### config.mk
export PLATFORM = sky130hd
export DESIGN_NAME = rspe_gen
export DESIGN_NICKNAME = d
export VERILOG_FILES = /design/src/rtl/core/rspe_pkg.sv /design/src/rtl/core/rspe_gen.sv
export SDC_FILE = /design/constraint.sdc
export NUM_CORES = 2
export LEC_CHECK = 0
export ABC_CLOCK_PERIOD_IN_PS = 3500
export BUFFER_PORTS_ARGS = -buffer_cell sky130_fd_sc_hd__buf_2
export CORE_ASPECT_RATIO = 1.2
export CORE_MARGIN = 10
export CORE_UTILIZATION = 40
export CTS_BUF_LIST = sky130_fd_sc_hd__clkbuf_2
export CTS_CLUSTER_SIZE = 14
export DETAILED_ROUTE_END_ITERATION = 16
export RECOVER_POWER = 100
export SYNTH_ARGS = -nofsm -noshare
export SYNTH_HDL_FRONTEND = slang
export SYNTH_SLANG_ARGS = --single-unit
### constraint.sdc
create_clock -name clk -period 3.5 [get_ports clk]
set_input_delay 0.35 -clock clk [delete_from_list [all_inputs] [get_ports clk]]
set_output_delay 0.35 -clock clk [all_outputs]
set_load 0.02 [all_outputs]
### src/rtl/core/rspe_pkg.sv
package rspe_pkg;

    // Field polynomial x^8 + x^4 + x^3 + x^2 + 1, and the generator roots are
    // successive powers of alpha = 2.
    localparam logic [8:0] FIELD_POLY = 9'h11D;

    localparam int RSPE_MAX_PARITY   = 30;
    localparam int RSPE_QUEUE_DEPTH  = 2;
    localparam logic [4:0] RSPE_PARITY_COUNT_RESET = 5'd10;

    // One queued data beat.
    typedef struct packed {
        logic [7:0] data;
        logic       last;
    } rspe_item_t;

    // Multiply by alpha in GF(256).
    function automatic logic [7:0] gf_xtime(input logic [7:0] x);
        return {x[6:0], 1'b0} ^ (x[7] ? FIELD_POLY[7:0] : 8'h00);
    endfunction

    // General GF(256) product, shift and add over the bits of b.
    function automatic logic [7:0] gf_mul(input logic [7:0] a, input logic [7:0] b);
        logic [7:0] x;
        logic [7:0] acc;
        x   = a;
        acc = 8'h00;
        for (int k = 0; k < 8; k++)
        begin
            if (b[k])
            begin
                acc = acc ^ x;
            end
            x = gf_xtime(x);
        end
        return acc;
    endfunction

endpackage

### src/rtl/core/rspe_gen.sv
module rspe_gen
    import rspe_pkg::*;
#(
    parameter int MAX_PARITY = RSPE_MAX_PARITY,
    localparam int NW = $clog2(MAX_PARITY + 1)
)
(
    input  logic                        clk,
    input  logic                        rst_n,
    input  logic                        cfg_valid,
    output logic                        cfg_ready,
    input  logic [4:0]                  parity_count,
    output logic [MAX_PARITY:0][7:0]    gen,
    output logic [NW-1:0]               n,
    output logic                        busy
);

    localparam logic [7:0] MAX8 = 8'(MAX_PARITY);

    logic [4:0]                 pc_reg;
    logic [NW-1:0]              step_reg;
    logic [MAX_PARITY:0][7:0]   gen_reg;
    logic [MAX_PARITY:0][7:0]   gen_next;
    logic [7:0]                 root_reg;
    logic [7:0]                 pc8;
    logic [7:0]                 n8;
    logic                       cfg_fire;

    // Active count: zero acts as one, anything above the maximum is clamped.
    always_comb
    begin
        pc8 = {3'b000, pc_reg};
        if (pc8 == 8'd0)
        begin
            n8 = 8'd1;
        end
        else if (pc8 > MAX8)
        begin
            n8 = MAX8;
        end
        else
        begin
            n8 = pc8;
        end
    end

    assign n         = n8[NW-1:0];
    assign busy      = (step_reg != n);
    assign cfg_ready = !busy;
    assign cfg_fire  = cfg_valid && cfg_ready;
    assign gen       = gen_reg;

    // One root factor (x + root) is multiplied in per cycle.
    always_comb
    begin
        gen_next[0] = gen_reg[0];
        for (int j = 1; j <= MAX_PARITY; j++)
        begin
            gen_next[j] = gen_reg[j] ^ gf_mul(gen_reg[j-1], root_reg);
        end
    end

    always_ff @(posedge clk or negedge rst_n)
    begin
        if (!rst_n)
        begin
            pc_reg   <= RSPE_PARITY_COUNT_RESET;
            step_reg <= '0;
            gen_reg  <= {{MAX_PARITY{8'h00}}, 8'h01};
            root_reg <= 8'h01;
        end
        else if (cfg_fire)
        begin
            pc_reg   <= parity_count;
            step_reg <= '0;
            gen_reg  <= {{MAX_PARITY{8'h00}}, 8'h01};
            root_reg <= 8'h01;
        end
        else if (busy)
        begin
            step_reg <= step_reg + NW'(1);
            gen_reg  <= gen_next;
            root_reg <= gf_xtime(root_reg);
        end
    end

`ifndef SYNTHESIS
    a_step_bound: assert property (@(posedge clk) disable iff (!rst_n)
        busy |-> step_reg < n)
        else $error("generator step ran past the parity count");
`endif

endmodule

==> impl_metrics.yaml <==
run_status:
  status: "complete, but fails checks"
  violations: "capacitance limit, slew limit"
synthesis:
  syn-cell-area_mm2: 0.04575
  synth_edf_count: 0
  ys_warn_count: 0
  yosysSeqAreaShare: 0.1418
  syn-instance-count: 6223
  ys_top_cells_by_area: "xnor2_1 25%, dfrtp_1 14%, nand2_1 13%"
  yosys-top-cells-count: "1,626 x nand2_1, 1,306 x xnor2_1, 581 x xor2_1"
  avgSynthCellArea_um2: 7.351
  async_flop_share: 1.000
  ys_types: 60
  synth_most_common_cell: "nand2_1"
  synth-seq-cells: 259
  synth_top_cell_by_area: "xnor2_1"
  yosysTopAreaCellShare: 0.2500
  yosys_most_used_dff: "dfrtp_1"
min_path:
  worstHoldPathType: "in2reg"
  whs_path_depth: 3
timing:
  setup_viol: 0
  clock.fmax_mhz: 298.8
  relSlewSlack: -0.1998
  fin_crit_sh: 0.9562
  finalHoldViolations: 0
  rsz0062_at_grt: "no"
  tightestPinTransition_ns: 1.800
  maxSlewViolCount: 157
  clock_skew_ns: 0.1447
  min_period_ns: 3.347
  final.setup.tns_ns: 0
detailed_routing:
  drcViolationCount: 0
  drt_iter0_markers: 3345
  via_count: 41530
  post_drt_via_cell_ratio: 5.369
  ant_nets: 0
  drt-wirelength-per-cell_um: 20.92
  dr.pass1.iters: 6
  routed_wirelength_um: 161800
final_layout:
  layout.nets: 6173
  syn_to_final_growth_pct: 6.528
  finalNonFillerCells: 7735
  design_area_mm2: 0.04873
  final_layout_size_suffix_gt1_frac: 0.06493
  largest_reg_flops: 241
global_routing:
  antenna_found_initial: 3
  grt_pass1_vias: 40420
  overflow: 0
  grt_max_degree: 146
  grt.total_usage: 0.2451
  grt_pass1_wl_um: 249000
clock_tree:
  cts-root-buf: "clkbuf_2"
  htreeDepth: 3
  worstSkewPairLatency_ns: 1.39
  clk_pin_slew_ns: 0.10
  clk_path_buf_depth: 3
  cts_tree: "built"
  clock-sinks: 259
  numCtsBuffers: 84
worst_setup_path:
  cp_cell_sequence: "xnor2_1 > nand4_1 > or3b_4 > buf_16 > buf_2"
  cp-end-kind: "output pin"
  slowest_delay_ns: 0.57
  critical-path-slowest-cell: "dfstp_2"
  start_kind: "flop"
  rr_worst_depth: 10
  critPathKind: "reg2out"
  critical_path.max_fanout: 5
  cp.required_ns: 3.15
  worst-path-stages: 5
  arrival_ns: 3.00
  crit_buf_inv: 2
  cp_top_family: "simple AND/OR/NAND/NOR gates"
  ff2ff_setup_slack_ns: 0.24
placement:
  io_buffers: 255
  place_area_mm2: 0.04816
  placedCellCount: 7554
  hpwl_um: 104000
  gp_congestion: 0.8751
die:
  io_pins: 263
  core.rowCount: 135
  initial_core_util: 0.4042
  die_w_um: 328.7
  dieArea_mm2: 0.1284
  die_height_um: 390.5
  core_mm2: 0.1132
flow_run:
  maxCapViolations: 4
==> cells by family after synthesis <==
family / share of synthesized area
DFF: 0.1418
other: 0.00008197
muxes: 0.02516
and+or+nand+nor: 0.1947
AOI/OAI and AO/OA: 0.1052
xor gates and xnor gates: 0.4726
adders and majority gates: 0.0002735
buffers and inverters: 0.06022
==> worst min-delay path: stages <==
cell and delay (ns):
dlygate4sd3_1 0.58, buf_2 0.31, o31ai_1 0.29
==> stage by stage <==
stage | worst slack [ns] | util | hold WS [ns]
detailed placement | 0.5753 | 0.4256 | 0.4799
finish | 0.1532 | 0.4306 | 0.1987
floorplan | 0.9955 | - | 0.05441
global placement | 0.5620 | 0.4256 | 0.4703
CTS | 0.01380 | 0.4353 | 0.003244
global route | 0.03975 | 0.4306 | 0.1152
==> metal layers <==
metal  up-vias  part of all wire  GRT usage  routed length [um]
li1      19630                 -          -                   -
met1     20200              0.42     0.3096               68470
met2      1373              0.47     0.4043               75580
met3       322             0.067    0.04307               10870
met4         0             0.043     0.1104                6926
met5         -                 0          0                   0
==> area by class of cell <==
cell class / instances / area, um^2
timing repair inverter: 2 / 17.52
timing repair buffer: 457 / 2845
multi-input combinational: 5318 / 36570
antenna: 6 / 15.01
inverter: 42 / 175.2
sequential: 259 / 6516
clock inverter: 19 / 81.33
fill: 11640 / 64440
clock buffer: 125 / 625.6
tap: 1507 / 1886
==> what timing repair did <==
| item | in CTS | in global routing |
|---|---|---|
| endpoints found under the hold margin | 429 | 0 |
| gates resized for setup | 4 | 0 |
| buffers inserted | 7 | 0 |
| endpoints found under the setup margin | 2 | 0 |
| hold buffers | 19 | 0 |
==> placed cells by master, fill, tap and decap left out, types with 104 or more instances in the layout <==
master / n
dfrtp_1: 248
xnor2_1: 1306
o21ai_0: 284
clkbuf_1: 250
nand2_1: 1626
buf_4: 104
nor2_1: 385
a21oi_1: 372
clkbuf_2: 134
xor2_1: 581
xnor3_1: 194
==> final timing paths <==
path                                            start                      end
max in group asynchronous                       rst_n  root_reg[7]$_DFFE_PN0P_
worst max-delay path            pc_reg[1]$_DFFE_PN1P_                     busy
worst min register to register   gen[241]$_DFFE_PN0P_     gen[241]$_DFFE_PN0P_
worst max register to register  pc_reg[1]$_DFFE_PN1P_     gen[156]$_DFFE_PN0P_
min in group asynchronous                       rst_n       gen[0]$_DFFE_PN1P_
worst min-delay path                        cfg_valid  root_reg[1]$_DFFE_PN0P_
Power is left out: the tool's default activity adds up to more than one toggle a clock period on the data nets, which glitch-free logic cannot reach.
