==> src/rtl/core/rspe_pkg.sv <==
package rspe_pkg;

    // Field polynomial x^8 + x^4 + x^3 + x^2 + 1, and the generator roots are
    // successive powers of alpha = 2.
    localparam logic [8:0] FIELD_POLY = 9'h11D;

    localparam int RSPE_MAX_PARITY   = 30;
    localparam int RSPE_QUEUE_DEPTH  = 2;
    localparam logic [4:0] RSPE_PARITY_COUNT_RESET = 5'd10;

    // One queued data beat.
    typedef struct packed {
        logic [7:0] data;
        logic       last;
    } rspe_item_t;

    // Multiply by alpha in GF(256).
    function automatic logic [7:0] gf_xtime(input logic [7:0] x);
        return {x[6:0], 1'b0} ^ (x[7] ? FIELD_POLY[7:0] : 8'h00);
    endfunction

    // General GF(256) product, shift and add over the bits of b.
    function automatic logic [7:0] gf_mul(input logic [7:0] a, input logic [7:0] b);
        logic [7:0] x;
        logic [7:0] acc;
        x   = a;
        acc = 8'h00;
        for (int k = 0; k < 8; k++)
        begin
            if (b[k])
            begin
                acc = acc ^ x;
            end
            x = gf_xtime(x);
        end
        return acc;
    endfunction

endpackage

==> src/rtl/core/rspe_back.sv <==
module rspe_back
    import rspe_pkg::*;
#(
    parameter int MAX_PARITY = RSPE_MAX_PARITY,
    localparam int NW = $clog2(MAX_PARITY + 1)
)
(
    input  logic                        clk,
    input  logic                        rst_n,
    input  logic                        q_valid,
    input  rspe_item_t                  q_item,
    output logic                        q_pop,
    input  logic [MAX_PARITY:0][7:0]    gen,
    input  logic [NW-1:0]               n,
    output logic                        parity_valid,
    input  logic                        parity_stall,
    output logic [7:0]                  parity_byte,
    output logic                        last_parity
);

    logic [MAX_PARITY-1:0][7:0] rem_reg;
    logic [MAX_PARITY-1:0][7:0] rem_next;
    logic [MAX_PARITY-1:0][7:0] par_reg;
    logic [NW-1:0]              cnt_reg;
    logic [7:0]                 fb;
    logic                       out_fire;
    logic                       unload_free;
    logic                       load;

    assign fb = q_item.data ^ rem_reg[0];

    // Remainder update: only the first n entries shift, the rest stay put.
    always_comb
    begin
        for (int i = 0; i < MAX_PARITY - 1; i++)
        begin
            if (NW'(i + 1) < n)
            begin
                rem_next[i] = rem_reg[i+1] ^ gf_mul(fb, gen[i+1]);
            end
            else if (NW'(i + 1) == n)
            begin
                rem_next[i] = gf_mul(fb, gen[i+1]);
            end
            else
            begin
                rem_next[i] = rem_reg[i];
            end
        end
        if (n == NW'(MAX_PARITY))
        begin
            rem_next[MAX_PARITY-1] = gf_mul(fb, gen[MAX_PARITY]);
        end
        else
        begin
            rem_next[MAX_PARITY-1] = rem_reg[MAX_PARITY-1];
        end
    end

    assign parity_valid = (cnt_reg != '0);
    assign parity_byte  = par_reg[0];
    assign last_parity  = (cnt_reg == NW'(1));
    assign out_fire     = parity_valid && !parity_stall;
    assign unload_free  = (cnt_reg == '0) || ((cnt_reg == NW'(1)) && out_fire);
    assign q_pop        = q_valid && (!q_item.last || unload_free);
    assign load         = q_pop && q_item.last;

    always_ff @(posedge clk or negedge rst_n)
    begin
        if (!rst_n)
        begin
            rem_reg <= '0;
            cnt_reg <= '0;
        end
        else
        begin
            if (q_pop)
            begin
                rem_reg <= q_item.last ? '0 : rem_next;
            end
            if (load)
            begin
                cnt_reg <= n;
            end
            else if (out_fire)
            begin
                cnt_reg <= cnt_reg - NW'(1);
            end
        end
    end

    always_ff @(posedge clk)
    begin
        if (load)
        begin
            par_reg <= rem_next;
        end
        else if (out_fire)
        begin
            par_reg <= par_reg >> 8;
        end
    end

`ifndef SYNTHESIS
    a_load_count: assert property (@(posedge clk) disable iff (!rst_n)
        load |=> cnt_reg == $past(n))
        else $error("unload count does not match the parity count");

    a_rem_cleared: assert property (@(posedge clk) disable iff (!rst_n)
        load |=> rem_reg == '0)
        else $error("remainder not cleared after the last data beat");

    a_no_overrun: assert property (@(posedge clk) disable iff (!rst_n)
        load |-> (cnt_reg == '0) || ((cnt_reg == NW'(1)) && out_fire))
        else $error("parity unload overwritten before it drained");
`endif

endmodule
==> config.mk <==
export PLATFORM = sky130hd
export DESIGN_NAME = rspe_back
export DESIGN_NICKNAME = d
export VERILOG_FILES = /design/src/rtl/core/rspe_pkg.sv /design/src/rtl/core/rspe_back.sv
export SDC_FILE = /design/constraint.sdc
export NUM_CORES = 2
export LEC_CHECK = 0
export BUFFER_PORTS_ARGS = -buffer_cell sky130_fd_sc_hd__buf_2
export CAP_MARGIN = 20
export CORE_ASPECT_RATIO = 1.1
export CORE_MARGIN = 3
export CORE_UTILIZATION = 45
export DETAILED_ROUTE_END_ITERATION = 16
export GPL_TIMING_DRIVEN = 0
export SLEW_MARGIN = 20
export SYNTH_ARGS = -nofsm -noshare
export SYNTH_HDL_FRONTEND = slang
export SYNTH_SLANG_ARGS = --single-unit
==> constraint.sdc <==
create_clock -name clk -period 15.8 [get_ports clk]
set_clock_uncertainty 0.1 [all_clocks]
set_input_delay 3.16 -clock clk [delete_from_list [all_inputs] [get_ports clk]]
set_output_delay 3.16 -clock clk [all_outputs]
set_load 0.01 [all_outputs]
==> results.cfg <==
[logic_synthesis]
synth_top_cell_by_area = xnor2_1
synthesis.nets = 6932
syn_inst = 6664
synth_warnings = 0
yosysMostFrequentCell = nand2_1
syn_avg_cell_area_sq_um = 7.62
ys_seq_area_share_pct = 26.3
synth_top_area_share_pct = 24.4
synth_area_sq_mm = 0.0508
synth_ff_type = dfrtp_1
synthTopCellsByCount = nand2_1, xnor2_1, o21ai_0
synthTopCellsByArea = xnor2_1, nand2_1, edfxtp_1
synth_cell_types = 68
async_flop_share_pct = 50.5
synth-edff-count = 240
synth.ff_latch_count = 485

[critical_path]
crit_family = buffers and inverters
cp.required_ns = 16.01
worst-path-stages = 14
critPathKind = in2reg
r2r_cells = 13
startpoint_type = input port
cpMostUsedCell = buf_2
path_buf_inv = 6
r2r_setup_slack_ns = 8.28
cp.arrival_ns = 9.57
end_kind = flip-flop
crit_slowest_cell = xor2_1
path_cells = buf_2, xor2_4, xnor2_2, buf_2, buf_2, buf_2, buf_2, buf_2, nand2_1, xnor2_1, xor2_1, a21oi_1, mux2i_1, o21ai_0
path_max_fanout = 10
crit_path_max_incr_delay_ns = 0.90

[worst_hold_path]
holdPathStages = 1
hold_path.class = reg2reg

[clock_network]
cts.repair.resized = 0
post_cts_buffers = 0
clk_pin_slew_ns = 0.07
clk_root_buffer_cell = clkbuf_16
clock-sinks = 485
cts.path.max_buffers = 3
h-tree-depth = 2
cts_tree = yes
hold_buffers = 0
clock_latency_ns = 0.60
cts_buffers = 44

[detailed_routing]
vias_per_cell = 6.38
dr.pass1.iters = 7
ant_nets = 0
wirelength_mm = 313
post_drt_wl_per_cell_um = 37.4
drc = 0
vias = 53400
drtIter0Drc = 9067

[grt]
grt_max_degree = 89
gr-usage-all-layers_pct = 51.5
grt.overflow.total = 0
grt_antenna_before_repair = 48
grt_pass1_wl_mm = 412
grt_pass1_vias = 47500

[placement]
pre_cts_ws_ns = 6.53
hpwl_mm = 230
portBuffers = 54
place_congestion = 1.12

[floorplanning]
die_area_sq_mm = 0.117
die_y_um = 358
initial_utilization_pct = 45.6
die_x_um = 326
io_pins = 277
core_area_sq_mm = 0.111
rows = 128

[sta]
fin_setup_tns_ns = 0
drv_slew = 0
setup_viol = 0
fin_crit_sh_pct = 59.2
clock.fmax_ghz = 0.107
fin_ws_ns = 6.45
tightest_slew_ns = 1.43
relSlewSlack_pct = 4.68
fin_crit_ns = 9.35
rsz0062_at_grt = no
hold_viol_final = 0

[layout]
n_fill_cell = 11100
largest_reg_flops = 240
nets = 7055
drive_gt1_share_pct = 8.81
syn2layout_area_growth_pct = 9.02

[status]
status = finished clean

[flow_run]
cap_violations = 0
-- cell type report --
type / count / area [sq um] / area share, %
Antenna cell: 45 / 113 / 0.203
Buffer: 621 / 2740 / 4.95
Clock buffer: 57 / 1260 / 2.28
Clock inverter: 23 / 258 / 0.466
Inverter: 19 / 71.3 / 0.129
Multi-Input combinational cell: 5539 / 34900 / 63.1
Sequential cell: 485 / 13300 / 24.1
Tap cell: 1495 / 1870 / 3.38
Timing Repair Buffer: 77 / 762 / 1.38
-- metal layers --
| metal | up-vias | global-route usage, % | wire, um |
|---|---|---|---|
| li1 | 21900 | - | - |
| met1 | 25500 | 62.7 | 112000 |
| met2 | 4672 | 70.1 | 120000 |
| met3 | 1290 | 22.5 | 49700 |
| met4 | 10 | 41.4 | 31200 |
| met5 | - | 0.123 | 59 |
-- kinds of logic (layout without fill, tap and decap cells) --
kind of cell / after synthesis / count (layout) / share of synthesized area, %
AO/OA/AOI/OAI: 1007 / 1007 / 12.5
adder cells (fa/ha/maj): 2 / 2 / 0.0493
other: 0 / 45 / 0
AND/OR/NAND/NOR: 2587 / 2587 / 19.7
XOR/XNOR: 1745 / 1745 / 32.0
flip-flops: 485 / 485 / 26.3
buffers and inverters: 640 / 797 / 5.30
multiplexers: 198 / 198 / 4.17
-- stage by stage --
step	hold WS [ns]	utilization (%)	std cells	instance area, sq um
2_1_floorplan	0.352	-	6664	50800
3_3_place_gp	0.392	47.5	8213	52900
3_5_place_dp	0.394	48.2	8234	53600
4_1_cts	0.408	49.5	8314	55100
5_1_grt	0.429	49.6	8321	55200
6_report	0.411	49.7	8361	55300
-- worst paths after layout --
path                           endpoint        from
setup / recovery            par_reg[87]   q_item[8]
min in group asynchronous    rem_reg[5]       rst_n
setup reg to reg            par_reg[87]  rem_reg[3]
hold reg to reg              cnt_reg[4]  cnt_reg[4]
hold / removal               cnt_reg[4]  cnt_reg[4]
max in group asynchronous  rem_reg[145]       rst_n
-- cell usage in the layout (no fill, tap or decap), types with 15 or more instances in the layout --
cell type,instances
nand2_1,2214
xnor2_1,1398
o21ai_0,402
clkbuf_1,301
xor2_1,254
dfrtp_1,245
nor2_1,244
edfxtp_1,240
buf_2,238
a21oi_1,155
a22o_1,122
mux2_2,106
mux2i_1,92
clkbuf_2,80
a22oi_1,60
xnor3_1,55
diode_2,45
clkbuf_16,45
o22ai_1,42
buf_1,38
a31oi_1,31
o21ai_1,27
xnor2_2,24
o211ai_1,24
buf_4,23
nor3_1,22
a221oi_1,21
inv_1,19
a211oi_1,19
and2_1,18
nand2b_1,17
o21a_1,17
nor2b_1,15
Power is left out: the tool's default activity adds up to more than one toggle a clock period on the data nets, which glitch-free logic cannot reach.
