**config.mk**
```make
export PLATFORM = sky130hd
export DESIGN_NAME = rspe_queue
export DESIGN_NICKNAME = d
export VERILOG_FILES = /design/src/rtl/core/rspe_pkg.sv /design/src/rtl/core/rspe_queue.sv
export SDC_FILE = /design/constraint.sdc
export NUM_CORES = 1
export LEC_CHECK = 0
export BUFFER_PORTS_ARGS = -buffer_cell sky130_fd_sc_hd__buf_4
export CORE_MARGIN = 2
export CORE_UTILIZATION = 40
export CTS_CLUSTER_SIZE = 20
export DETAILED_ROUTE_END_ITERATION = 10
export PLACE_DENSITY = 0.63
export SETUP_SLACK_MARGIN = 0.15
export SLEW_MARGIN = 5
export SYNTH_ARGS = -nofsm -noshare
export SYNTH_HDL_FRONTEND = slang
export SYNTH_SLANG_ARGS = --single-unit
export TNS_END_PERCENT = 5
```
**constraint.sdc**
```tcl
create_clock -name clk -period 2.9 [get_ports clk]
set_input_delay 0.145 -clock clk [delete_from_list [all_inputs] [get_ports clk]]
set_output_delay 0.145 -clock clk [all_outputs]
set_load 0.1 [all_outputs]
```
**src/rtl/core/rspe_pkg.sv**
```systemverilog
package rspe_pkg;

    // Field polynomial x^8 + x^4 + x^3 + x^2 + 1, and the generator roots are
    // successive powers of alpha = 2.
    localparam logic [8:0] FIELD_POLY = 9'h11D;

    localparam int RSPE_MAX_PARITY   = 30;
    localparam int RSPE_QUEUE_DEPTH  = 2;
    localparam logic [4:0] RSPE_PARITY_COUNT_RESET = 5'd10;

    // One queued data beat.
    typedef struct packed {
        logic [7:0] data;
        logic       last;
    } rspe_item_t;

    // Multiply by alpha in GF(256).
    function automatic logic [7:0] gf_xtime(input logic [7:0] x);
        return {x[6:0], 1'b0} ^ (x[7] ? FIELD_POLY[7:0] : 8'h00);
    endfunction

    // General GF(256) product, shift and add over the bits of b.
    function automatic logic [7:0] gf_mul(input logic [7:0] a, input logic [7:0] b);
        logic [7:0] x;
        logic [7:0] acc;
        x   = a;
        acc = 8'h00;
        for (int k = 0; k < 8; k++)
        begin
            if (b[k])
            begin
                acc = acc ^ x;
            end
            x = gf_xtime(x);
        end
        return acc;
    endfunction

endpackage

```
**src/rtl/core/rspe_queue.sv**
```systemverilog
module rspe_queue
    import rspe_pkg::*;
#(
    parameter int DEPTH = RSPE_QUEUE_DEPTH,
    localparam int PW = $clog2(DEPTH),
    localparam int CW = $clog2(DEPTH + 1)
)
(
    input  logic        clk,
    input  logic        rst_n,
    input  logic        hold,
    input  logic        data_valid,
    output logic        data_stall,
    input  logic [7:0]  data_byte,
    input  logic        last_data,
    output logic        q_valid,
    output rspe_item_t  q_item,
    input  logic        q_pop
);

    rspe_item_t     mem_reg [DEPTH];
    logic [PW-1:0]  wr_ptr_reg;
    logic [PW-1:0]  rd_ptr_reg;
    logic [CW-1:0]  count_reg;
    logic           push;

    // The front holds off while the generator is being rebuilt.
    assign data_stall = (count_reg == CW'(DEPTH)) || hold;
    assign push       = data_valid && !data_stall;
    assign q_valid    = (count_reg != '0);
    assign q_item     = mem_reg[rd_ptr_reg];

    always_ff @(posedge clk)
    begin
        if (push)
        begin
            mem_reg[wr_ptr_reg] <= '{data: data_byte, last: last_data};
        end
    end

    always_ff @(posedge clk or negedge rst_n)
    begin
        if (!rst_n)
        begin
            wr_ptr_reg <= '0;
            rd_ptr_reg <= '0;
            count_reg  <= '0;
        end
        else
        begin
            if (push)
            begin
                wr_ptr_reg <= (wr_ptr_reg == PW'(DEPTH - 1)) ? '0 : wr_ptr_reg + PW'(1);
            end
            if (q_pop)
            begin
                rd_ptr_reg <= (rd_ptr_reg == PW'(DEPTH - 1)) ? '0 : rd_ptr_reg + PW'(1);
            end
            if (push && !q_pop)
            begin
                count_reg <= count_reg + CW'(1);
            end
            else if (q_pop && !push)
            begin
                count_reg <= count_reg - CW'(1);
            end
        end
    end

endmodule

```
==> impl_metrics.ini, run 1 <==
[outcome]
status = finished, final reports clean

[layout]
fillers = 171
post-route-util_pct = 57.1
largest_register_ffs = 18
area_growth_syn_to_layout_pct = 31.2
drive_gt1_share_pct = 54.7
multi_input_area_sq_um = 218
finalNetCount = 91
num_antenna_cells = 0
seqCellArea_sq_um = 641

[routing]
firstDrtPassIters = 2
drc_errors = 0
post_drt_via_cell_ratio = 4.50
wirelength_mm = 1.23
first_iter_violations = 2
wire_per_inst_microns = 12.0
vias = 459
antenna_left = 0

[die]
coreArea_sq_mm = 0.00200
floorplan.initialDensity_pct = 43.5
die_x_microns = 50.7
die_area_sq_mm = 0.00257
io_pins = 25
die_y_microns = 50.7
fp-row-count = 16

[sta]
finalCriticalPeriod_ps = 1690
slew_violations = 0
tns_ps = 0
fmax_mhz = 591
setup_violations = 0
rsz0062_at_grt = no
finalClockSkew_ps = 6.65
relSlewSlack_pct = 52.3
worst_slack_ps = 1210
tightest_slew_ps = 712
finalHoldViolCount = 0
post-route-period-util_pct = 58.4

[yosys]
seq_area_frac_synth_pct = 73.6
synth_cell_types = 15
synth_cells = 47
synth_edf_count = 18
synthTopCellsByCount = 18 x edfxtp_1, 9 x mux2_2, 4 x dfrtp_1, 3 x xor2_1
synthesis.area_sq_um = 871
synth_top_area_share_pct = 62.1
synth_area_leader_cell = edfxtp_1
synth.most_common_cell = edfxtp_1
ys.flop_type = edfxtp_1
ys_warn_count = 0
synthArstFlopShare_pct = 18.2
synth_seq_cells = 22
syn_avg_cell_area_sq_um = 18.5
synthesis.nets = 62
synth_area_leaders = edfxtp_1 62%, mux2_2 12%, dfrtp_1 11%

[worst_setup_path]
cp-start-kind = flip-flop
worstSetupPathType = flip-flop to output pin
r2r_start = count_reg[0]
arrival_ps = 1550
crit_fanout = 10
worstSetupEndpointType = output pin
r2r_cells = 3
crit_required_ps = 2760
cp-startpoint = rd_ptr_reg

[clock_tree]
cts_setup_buffers = 0
clockRootBuffer = clkbuf_4
path_clk_slew_ps = 120
cts_buffers = 3
cts_tree = done
htree_levels = 1
clockBufferDepth = 2
clock_latency_ps = 300
clock_sinks = 22

[global_route]
grt_antenna_before_repair = 0
grt_pass1_wl_mm = 2.13
grt_remaining_overflow = 0
grt_max_degree = 14
grt_pass1_vias = 495
grt_util_all_layers_pct = 11.6

[place]
place_ws_ps = 1280
gp_congestion = 0.696
io_buffers = 24
hpwlAfterDp_microns = 909

[min_path]
hold-path-cell-count = 1
min-delay-start = data_byte[6]
hold_path_class = primary input to flip-flop

[flow_run]
maxCapViolations = 0
==> cell type report <==
cell class	count	share of cell area [%]
inverters	2	0.657
well taps	27	2.96
flip-flops and latches	22	56.1
clock inverters	1	2.63
clock buffers	3	1.97
repair buffers	25	16.6
multi-input cells	22	19.1
==> layout by cell type (no fill, tap or decap) <==
cell type / n
buf_4: 24
nor2_1: 2
ha_1: 1
dfrtp_1: 4
and2_1: 1
inv_1: 1
or2_2: 1
nand2b_1: 1
edfxtp_1: 18
nand3b_4: 1
dlygate4sd3_1: 1
xnor2_1: 2
clkbuf_4: 3
nand2b_4: 1
bufinv_16: 1
mux2_2: 9
inv_2: 1
xor2_1: 3
==> kinds of logic (layout without fill, tap and decap cells) <==
group / after synthesis / count (layout) / synth area share [%]
adders and majority gates: 1 / 1 / 1.44
muxes: 9 / 9 / 11.6
and+or+nand+nor: 7 / 7 / 6.90
buffers and inverters: 3 / 31 / 1.44
DFF: 22 / 22 / 73.6
xor gates and xnor gates: 5 / 5 / 5.03
==> repair_timing <==
action,CTS,global route
setup endpoints to repair,0,0
endpoints found under the hold margin,4,0
gates resized for setup,0,0
hold buffers,1,0
==> path summary, 6_finish.rpt <==
| kind | endpoint | slack [ps] |
|---|---|---|
| worst max-delay path | q_item[2] | 1210 |
| worst min-delay path | mem_reg[0][7] | 20 |
| worst max register to register | mem_reg[0][2] | 1300 |
| worst min register to register | wr_ptr_reg | 500 |
| max in group asynchronous | wr_ptr_reg | 2640 |
| min in group asynchronous | count_reg[0] | 170 |
==> per-stage QoR <==
| step | cell area [sq um] | instances | hold WS [ps] |
|---|---|---|---|
| 2_1_floorplan | 871 | 47 | -151 |
| 3_3_place_gp | 1080 | 97 | -54.1 |
| 3_5_place_dp | 1080 | 97 | -55.3 |
| 4_1_cts | 1140 | 102 | 9.45 |
| 5_1_grt | 1140 | 102 | 1.94 |
| 6_report | 1140 | 102 | 20.9 |
==> layer usage <==
metal / part of all wire (%) / vias to the layer above / global-route usage [%]
met5: 0 / - / 0
met4: 2.2 / 0 / 9.46
met3: 6.4 / 2 / 2.38
met2: 50 / 16 / 18.2
met1: 41 / 212 / 13.5
li1: - / 229 / -
==> worst max-delay path, cell delays in order, from the launching register on <==
cell and delay [ps]:
dfrtp_1 630, mux2_2 390, buf_4 230
Power of run 1 is not shown: default switching activity piles up to over one toggle a cycle in this logic, so the estimate is an artifact.
==> inputs of run 2 (changes only) <==
--- a/config.mk
+++ b/config.mk
@@ -5,6 +5,7 @@
 export SDC_FILE = /design/constraint.sdc
 export NUM_CORES = 1
 export LEC_CHECK = 0
+export ABC_AREA = 1
 export BUFFER_PORTS_ARGS = -buffer_cell sky130_fd_sc_hd__buf_4
 export CORE_MARGIN = 2
 export CORE_UTILIZATION = 40
==> constraint.sdc (replaced) <==
create_clock -name clk -period 1.7 [get_ports clk]
set_input_delay 0.085 -clock clk [delete_from_list [all_inputs] [get_ports clk]]
set_output_delay 0.085 -clock clk [all_outputs]
set_load 0.1 [all_outputs]
==> run 2 against run 1 <==
Compared with the run above: clock-buffer cell count rose by 1; final cell count rose by 25%; core utilization rose by 1.5 points; largest cell class unchanged.
==> impl_metrics.ini, run 2 <==
[routing]
wl_met2_microns = 679
wire_per_inst_microns = 10.3
first_iter_violations = 10
firstDrtPassIters = 4
route.met3.wl_microns = 81
post_drt_via_cell_ratio = 4.47
antenna_left = 0
vias = 568
wl_met1_microns = 530
wirelength_mm = 1.30
drc_errors = 0
dr.max_layer_used = met4

[clock_tree]
htree_levels = 1
cts_buffers = 3
clock_sinks = 22
path_clk_slew_ps = 110
clockRootBuffer = clkbuf_4
clockBufferDepth = 2
cts_tree = done
clock_latency_ps = 290

[min_path]
hold_path_class = primary input to async pin

[die]
die_x_microns = 51.9
floorplan.initialDensity_pct = 41.8
die_area_sq_mm = 0.00269
die_y_microns = 51.9
coreArea_sq_mm = 0.00219
fp-row-count = 17
io_pins = 25

[yosys]
synthArstFlopShare_pct = 18.2
synthesis.area_sq_um = 916
synth_cells = 58
synth.most_common_cell = edfxtp_1
synth_area_leader_cell = edfxtp_1
synth_seq_cells = 22
ys_warn_count = 0
synth_mux_area_share_pct = 14.8
syn_avg_cell_area_sq_um = 15.8
synth_fa_ha_area_share_pct = 1.37
seq_area_frac_synth_pct = 69.9
synthesis.nets = 73
synth_top_family_by_area = multiplexers
ys.flop_type = edfxtp_1
synth_edf_count = 18
synth_cell_types = 13
synthTopCellsByCount = 18 x edfxtp_1, 9 x inv_1, 9 x mux2_4, 9 x nand2_1, 4 x dfrtp_1
synth_compound_area_share_pct = 0
synth_xor_area_share_pct = 1.91
synth-simple-area-share_pct = 7.10
synth_top_area_share_pct = 59.0
synth_area_leaders = edfxtp_1 59%, mux2_4 15%, dfrtp_1 11%

[sta]
relSlewSlack_pct = 76.3
slew_violations = 0
finalHoldViolCount = 0
finalCriticalPeriod_ps = 1490
rsz0062_at_grt = no
tightest_slew_ps = 355
setup_violations = 0
tns_ps = 0
finalClockSkew_ps = 2.61
post-route-period-util_pct = 87.4
worst_slack_ps = 214
fmax_mhz = 673

[place]
io_buffers = 24
hpwlAfterDp_microns = 941
place_ws_ps = 304
gp_congestion = 0.692
dp_cells = 111

[power]
ir_worst_vdd_mv = 1.00
p_leak_nw = 0.578
power.density_mw_per_mm2 = 1800

[layout]
finalNetCount = 115
num_antenna_cells = 0
drive_gt1_share_pct = 40.4
largest_register_ffs = 18
final_cell_mix = 26 x buf_4, 18 x edfxtp_1, 11 x dlygate4sd3_1
final_common_cell = buf_4
area_growth_syn_to_layout_pct = 40.0
finalNonFillerCells = 127

[global_route]
grt_pass1_wl_mm = 2.20
grt_pass1_vias = 562
grt_util_all_layers_pct = 11.6
grt_antenna_before_repair = 0
grt_max_degree = 13
grt_remaining_overflow = 0

[worst_setup_path]
r2r_start = count_reg[0]
cp-start-kind = flip-flop
slowest_stage = dfrtp_1
cp-startpoint = rd_ptr_reg
arrival_ps = 1400
crit_required_ps = 1620
crit_path_max_incr_delay_ps = 390
worstSetupPathType = flip-flop to output pin
path_cells = buf_6, mux2_4, buf_4
worstSetupEndpointType = output pin
crit_fanout = 9

[outcome]
status = finished, final reports clean

[flow_run]
maxCapViolations = 0
[run 2: report_power, final]
group | internal, mW | switching [mW]
Combinational | 0.386 | 0.947
Sequential | 0.691 | 0.0461
Clock | 0.0911 | 0.141
[run 2: worst paths after layout]
path | slack [ps] | end | cells after the start
worst min register to register | 500 | wr_ptr_reg | 2
min in group clk | 110 | wr_ptr_reg | 3
worst max-delay path | 210 | q_item[8] | 3
worst max register to register | 290 | count_reg[1] | 9
max in group asynchronous | 1490 | rd_ptr_reg | 2
worst min-delay path | 110 | count_reg[0] | 2
[run 2: cell families (layout without fill, tap and decap cells)]
group,after synthesis,after routing
multiplexers,9,9
buffers and inverters,10,51
adder cells (fa/ha/maj),1,1
flip-flops,22,22
XOR/XNOR,2,2
AND/OR/NAND/NOR,14,14
[run 2: what timing repair did]
action / 4_1_cts / 5_1_grt
endpoints found under the setup margin: 0 / 9
buffers inserted: 0 / 1
hold endpoints to repair: 23 / 0
hold buffers: 11 / 0
gates resized for setup: 0 / 1
[run 2: routing by layer]
metal,GRT usage (%),vias to the layer above
li1,-,281
met1,12.5,268
met2,20.3,17
met3,2.87,2
met4,6.58,0
met5,0,-
[run 2: layout make-up]
class,count,area (sq um)
fill,182,908
multi-input combinational,26,230
timing repair buffer,38,317
inverter,9,33.8
tap,28,35.0
clock buffer,4,26.3
sequential,22,641
[run 2: critical path: cells and delay by family (launching register included)]
family	cells	cell delay [ps]
buf+inv	2	410
mux	1	310
flops	1	390
[run 2: through the flow]
| step | utilization (%) | instance area [sq um] | power, mW | hold WS, ps |
|---|---|---|---|---|
| after floorplan | - | 916 | 1.83 | -211 |
| after CTS | 58.0 | 1270 | 2.29 | 93.9 |
| after global placement | 51.8 | 1130 | 2.03 | -115 |
| final | 58.5 | 1280 | 2.30 | 107 |
| after detailed placement | 51.8 | 1130 | 2.04 | -114 |
| after global routing | 58.5 | 1280 | 2.40 | 103 |
No activity file was read; power rests on OpenSTA's default activity.
==> inputs of run 3 (changes only) <==
--- a/config.mk
+++ b/config.mk
@@ -5,7 +5,6 @@
 export SDC_FILE = /design/constraint.sdc
 export NUM_CORES = 1
 export LEC_CHECK = 0
-export ABC_AREA = 1
 export BUFFER_PORTS_ARGS = -buffer_cell sky130_fd_sc_hd__buf_4
 export CORE_MARGIN = 2
 export CORE_UTILIZATION = 40
==> run 3 against run 2 <==
Compared with the run above: die area is 4.5% lower; final cell count is 10% lower; via count is 12% lower; sequential share of layout area is 2.1 points higher; cell area is 3.9% lower; clock-buffer cell count stayed put; critical path depth is 1 lower; routed wire length is 1.2% higher; worst setup slack worse by 17 ps; register-to-register slack worse by 40 ps; critical path type unchanged.
==> impl_metrics.ini, run 3 (synthesis gave the netlist of run 1 again) <==
[outcome]
status = finished, final reports clean

[place]
dp_cells = 99
io_buffers = 24
hpwlAfterDp_microns = 935
gp_congestion = 0.690
placedInstanceArea_sq_mm = 0.00109

[layout]
area_growth_syn_to_layout_pct = 41.5
num_antenna_cells = 0
finalNetCount = 103
final_common_cell = buf_4
finalNonFillerCells = 114
drive_gt1_share_pct = 49.4
largest_register_ffs = 18
finalInstanceArea_sq_mm = 0.00123
final_cell_mix = 26 x buf_4, 18 x edfxtp_1, 11 x dlygate4sd3_1, 9 x mux2_2

[routing]
wire_per_inst_microns = 11.6
firstDrtPassIters = 1
vias = 499
drc_errors = 0
first_iter_violations = 0
antenna_left = 0
post_drt_via_cell_ratio = 4.38
wirelength_mm = 1.32

[clock_tree]
clock_latency_ps = 290
path_clk_slew_ps = 100
cts_setup_buffers = 0
clockBufferDepth = 2
htree_levels = 1
cts_tree = done
clock_sinks = 22
clockRootBuffer = clkbuf_4
cts_buffers = 3

[global_route]
grt_max_degree = 13
grt_pass1_vias = 520
grt_util_all_layers_pct = 10.7
grt_antenna_before_repair = 0
grt_remaining_overflow = 0
grt_pass1_wl_mm = 2.06

[sta]
finalClockSkew_ps = 8.77
slew_violations = 0
fmax_mhz = 665
tightest_slew_ps = 405
finalHoldViolCount = 0
rsz0062_at_grt = yes
post-route-period-util_pct = 88.4
finalCriticalPeriod_ps = 1500
setup_violations = 0
relSlewSlack_pct = 73.0
hold_slack_ps = 95.8
tns_ps = 0

[worst_setup_path]
crit_path_max_incr_delay_ps = 530
crit_fanout = 10
critPathBufInv = 1
cp-start-kind = flip-flop
path_cells = mux2_2, buf_4
crit_required_ps = 1620
worstSetupEndpointType = output pin
r2r_cells = 4
worstSetupPathType = flip-flop to output pin
slowest_stage = dfrtp_2
arrival_ps = 1420
crit_family = flip-flops
cp.depth = 2

[die]
die_area_sq_mm = 0.00257
die_y_microns = 50.7
coreArea_sq_mm = 0.00200
io_pins = 25
floorplan.initialDensity_pct = 43.5
fp-row-count = 16
die_x_microns = 50.7

[min_path]
hold-path-cell-count = 3
hold_path_class = primary input to flip-flop

[flow_run]
maxCapViolations = 0
-- run 3: cell types whose count changed in the layout (fill, tap and decap cells not counted), sizes merged, moves of 2 or more --
cell    delta
xor2       +2
nand2b     +2
nand3      -2
nand4      -2
inv        -7
nand2      -9
-- run 3: per-stage QoR --
stage / utilization, % / setup WS (ps)
detailed placement: 54.7 / 255
global placement: 54.7 / 299
floorplan: - / 285
CTS: 61.6 / 187
finish: 61.6 / 197
global route: 61.6 / 144
-- run 3: final timing paths --
check | to | slack, ps | start
min | wr_ptr_reg | 100 | data_valid
min in group asynchronous | count_reg[0] | 130 | rst_n
min reg2reg | wr_ptr_reg | 500 | wr_ptr_reg
max | q_item[3] | 200 | rd_ptr_reg
max in group asynchronous | rd_ptr_reg | 1460 | rst_n
max reg2reg | mem_reg[1][6] | 250 | count_reg[0]
-- run 3: repair_timing --
item | in CTS | in global routing
setup endpoints to repair | 9 | 7
resized for setup | 1 | 0
hold endpoints to repair | 23 | 0
pin swaps | 0 | 0
cloned | 0 | 0
hold buffers | 11 | 0
-- run 3: metal layers --
metal | vias up | wire [microns] | track usage, %
li1 | 253 | - | -
met1 | 228 | 611 | 13.1
met2 | 16 | 619 | 19.3
met3 | 2 | 72 | 1.79
met4 | 0 | 15 | 2.70
met5 | - | 0 | 0
-- run 3: layout make-up --
| type | instances | area [sq um] |
|---|---|---|
| Clock buffer | 4 | 26.3 |
| Timing Repair Buffer | 37 | 305 |
| Tap cell | 27 | 33.8 |
| Fill cell | 173 | 769 |
| Multi-Input combinational cell | 22 | 218 |
| Sequential cell | 22 | 642 |
| Inverter | 2 | 7.51 |
-- run 3: tightest hold or removal path, cell delays in order --
cell and delay (ps):
buf_4 120, nand3b_4 80, xnor2_1 60
Power of run 3 is left out for the same reason.
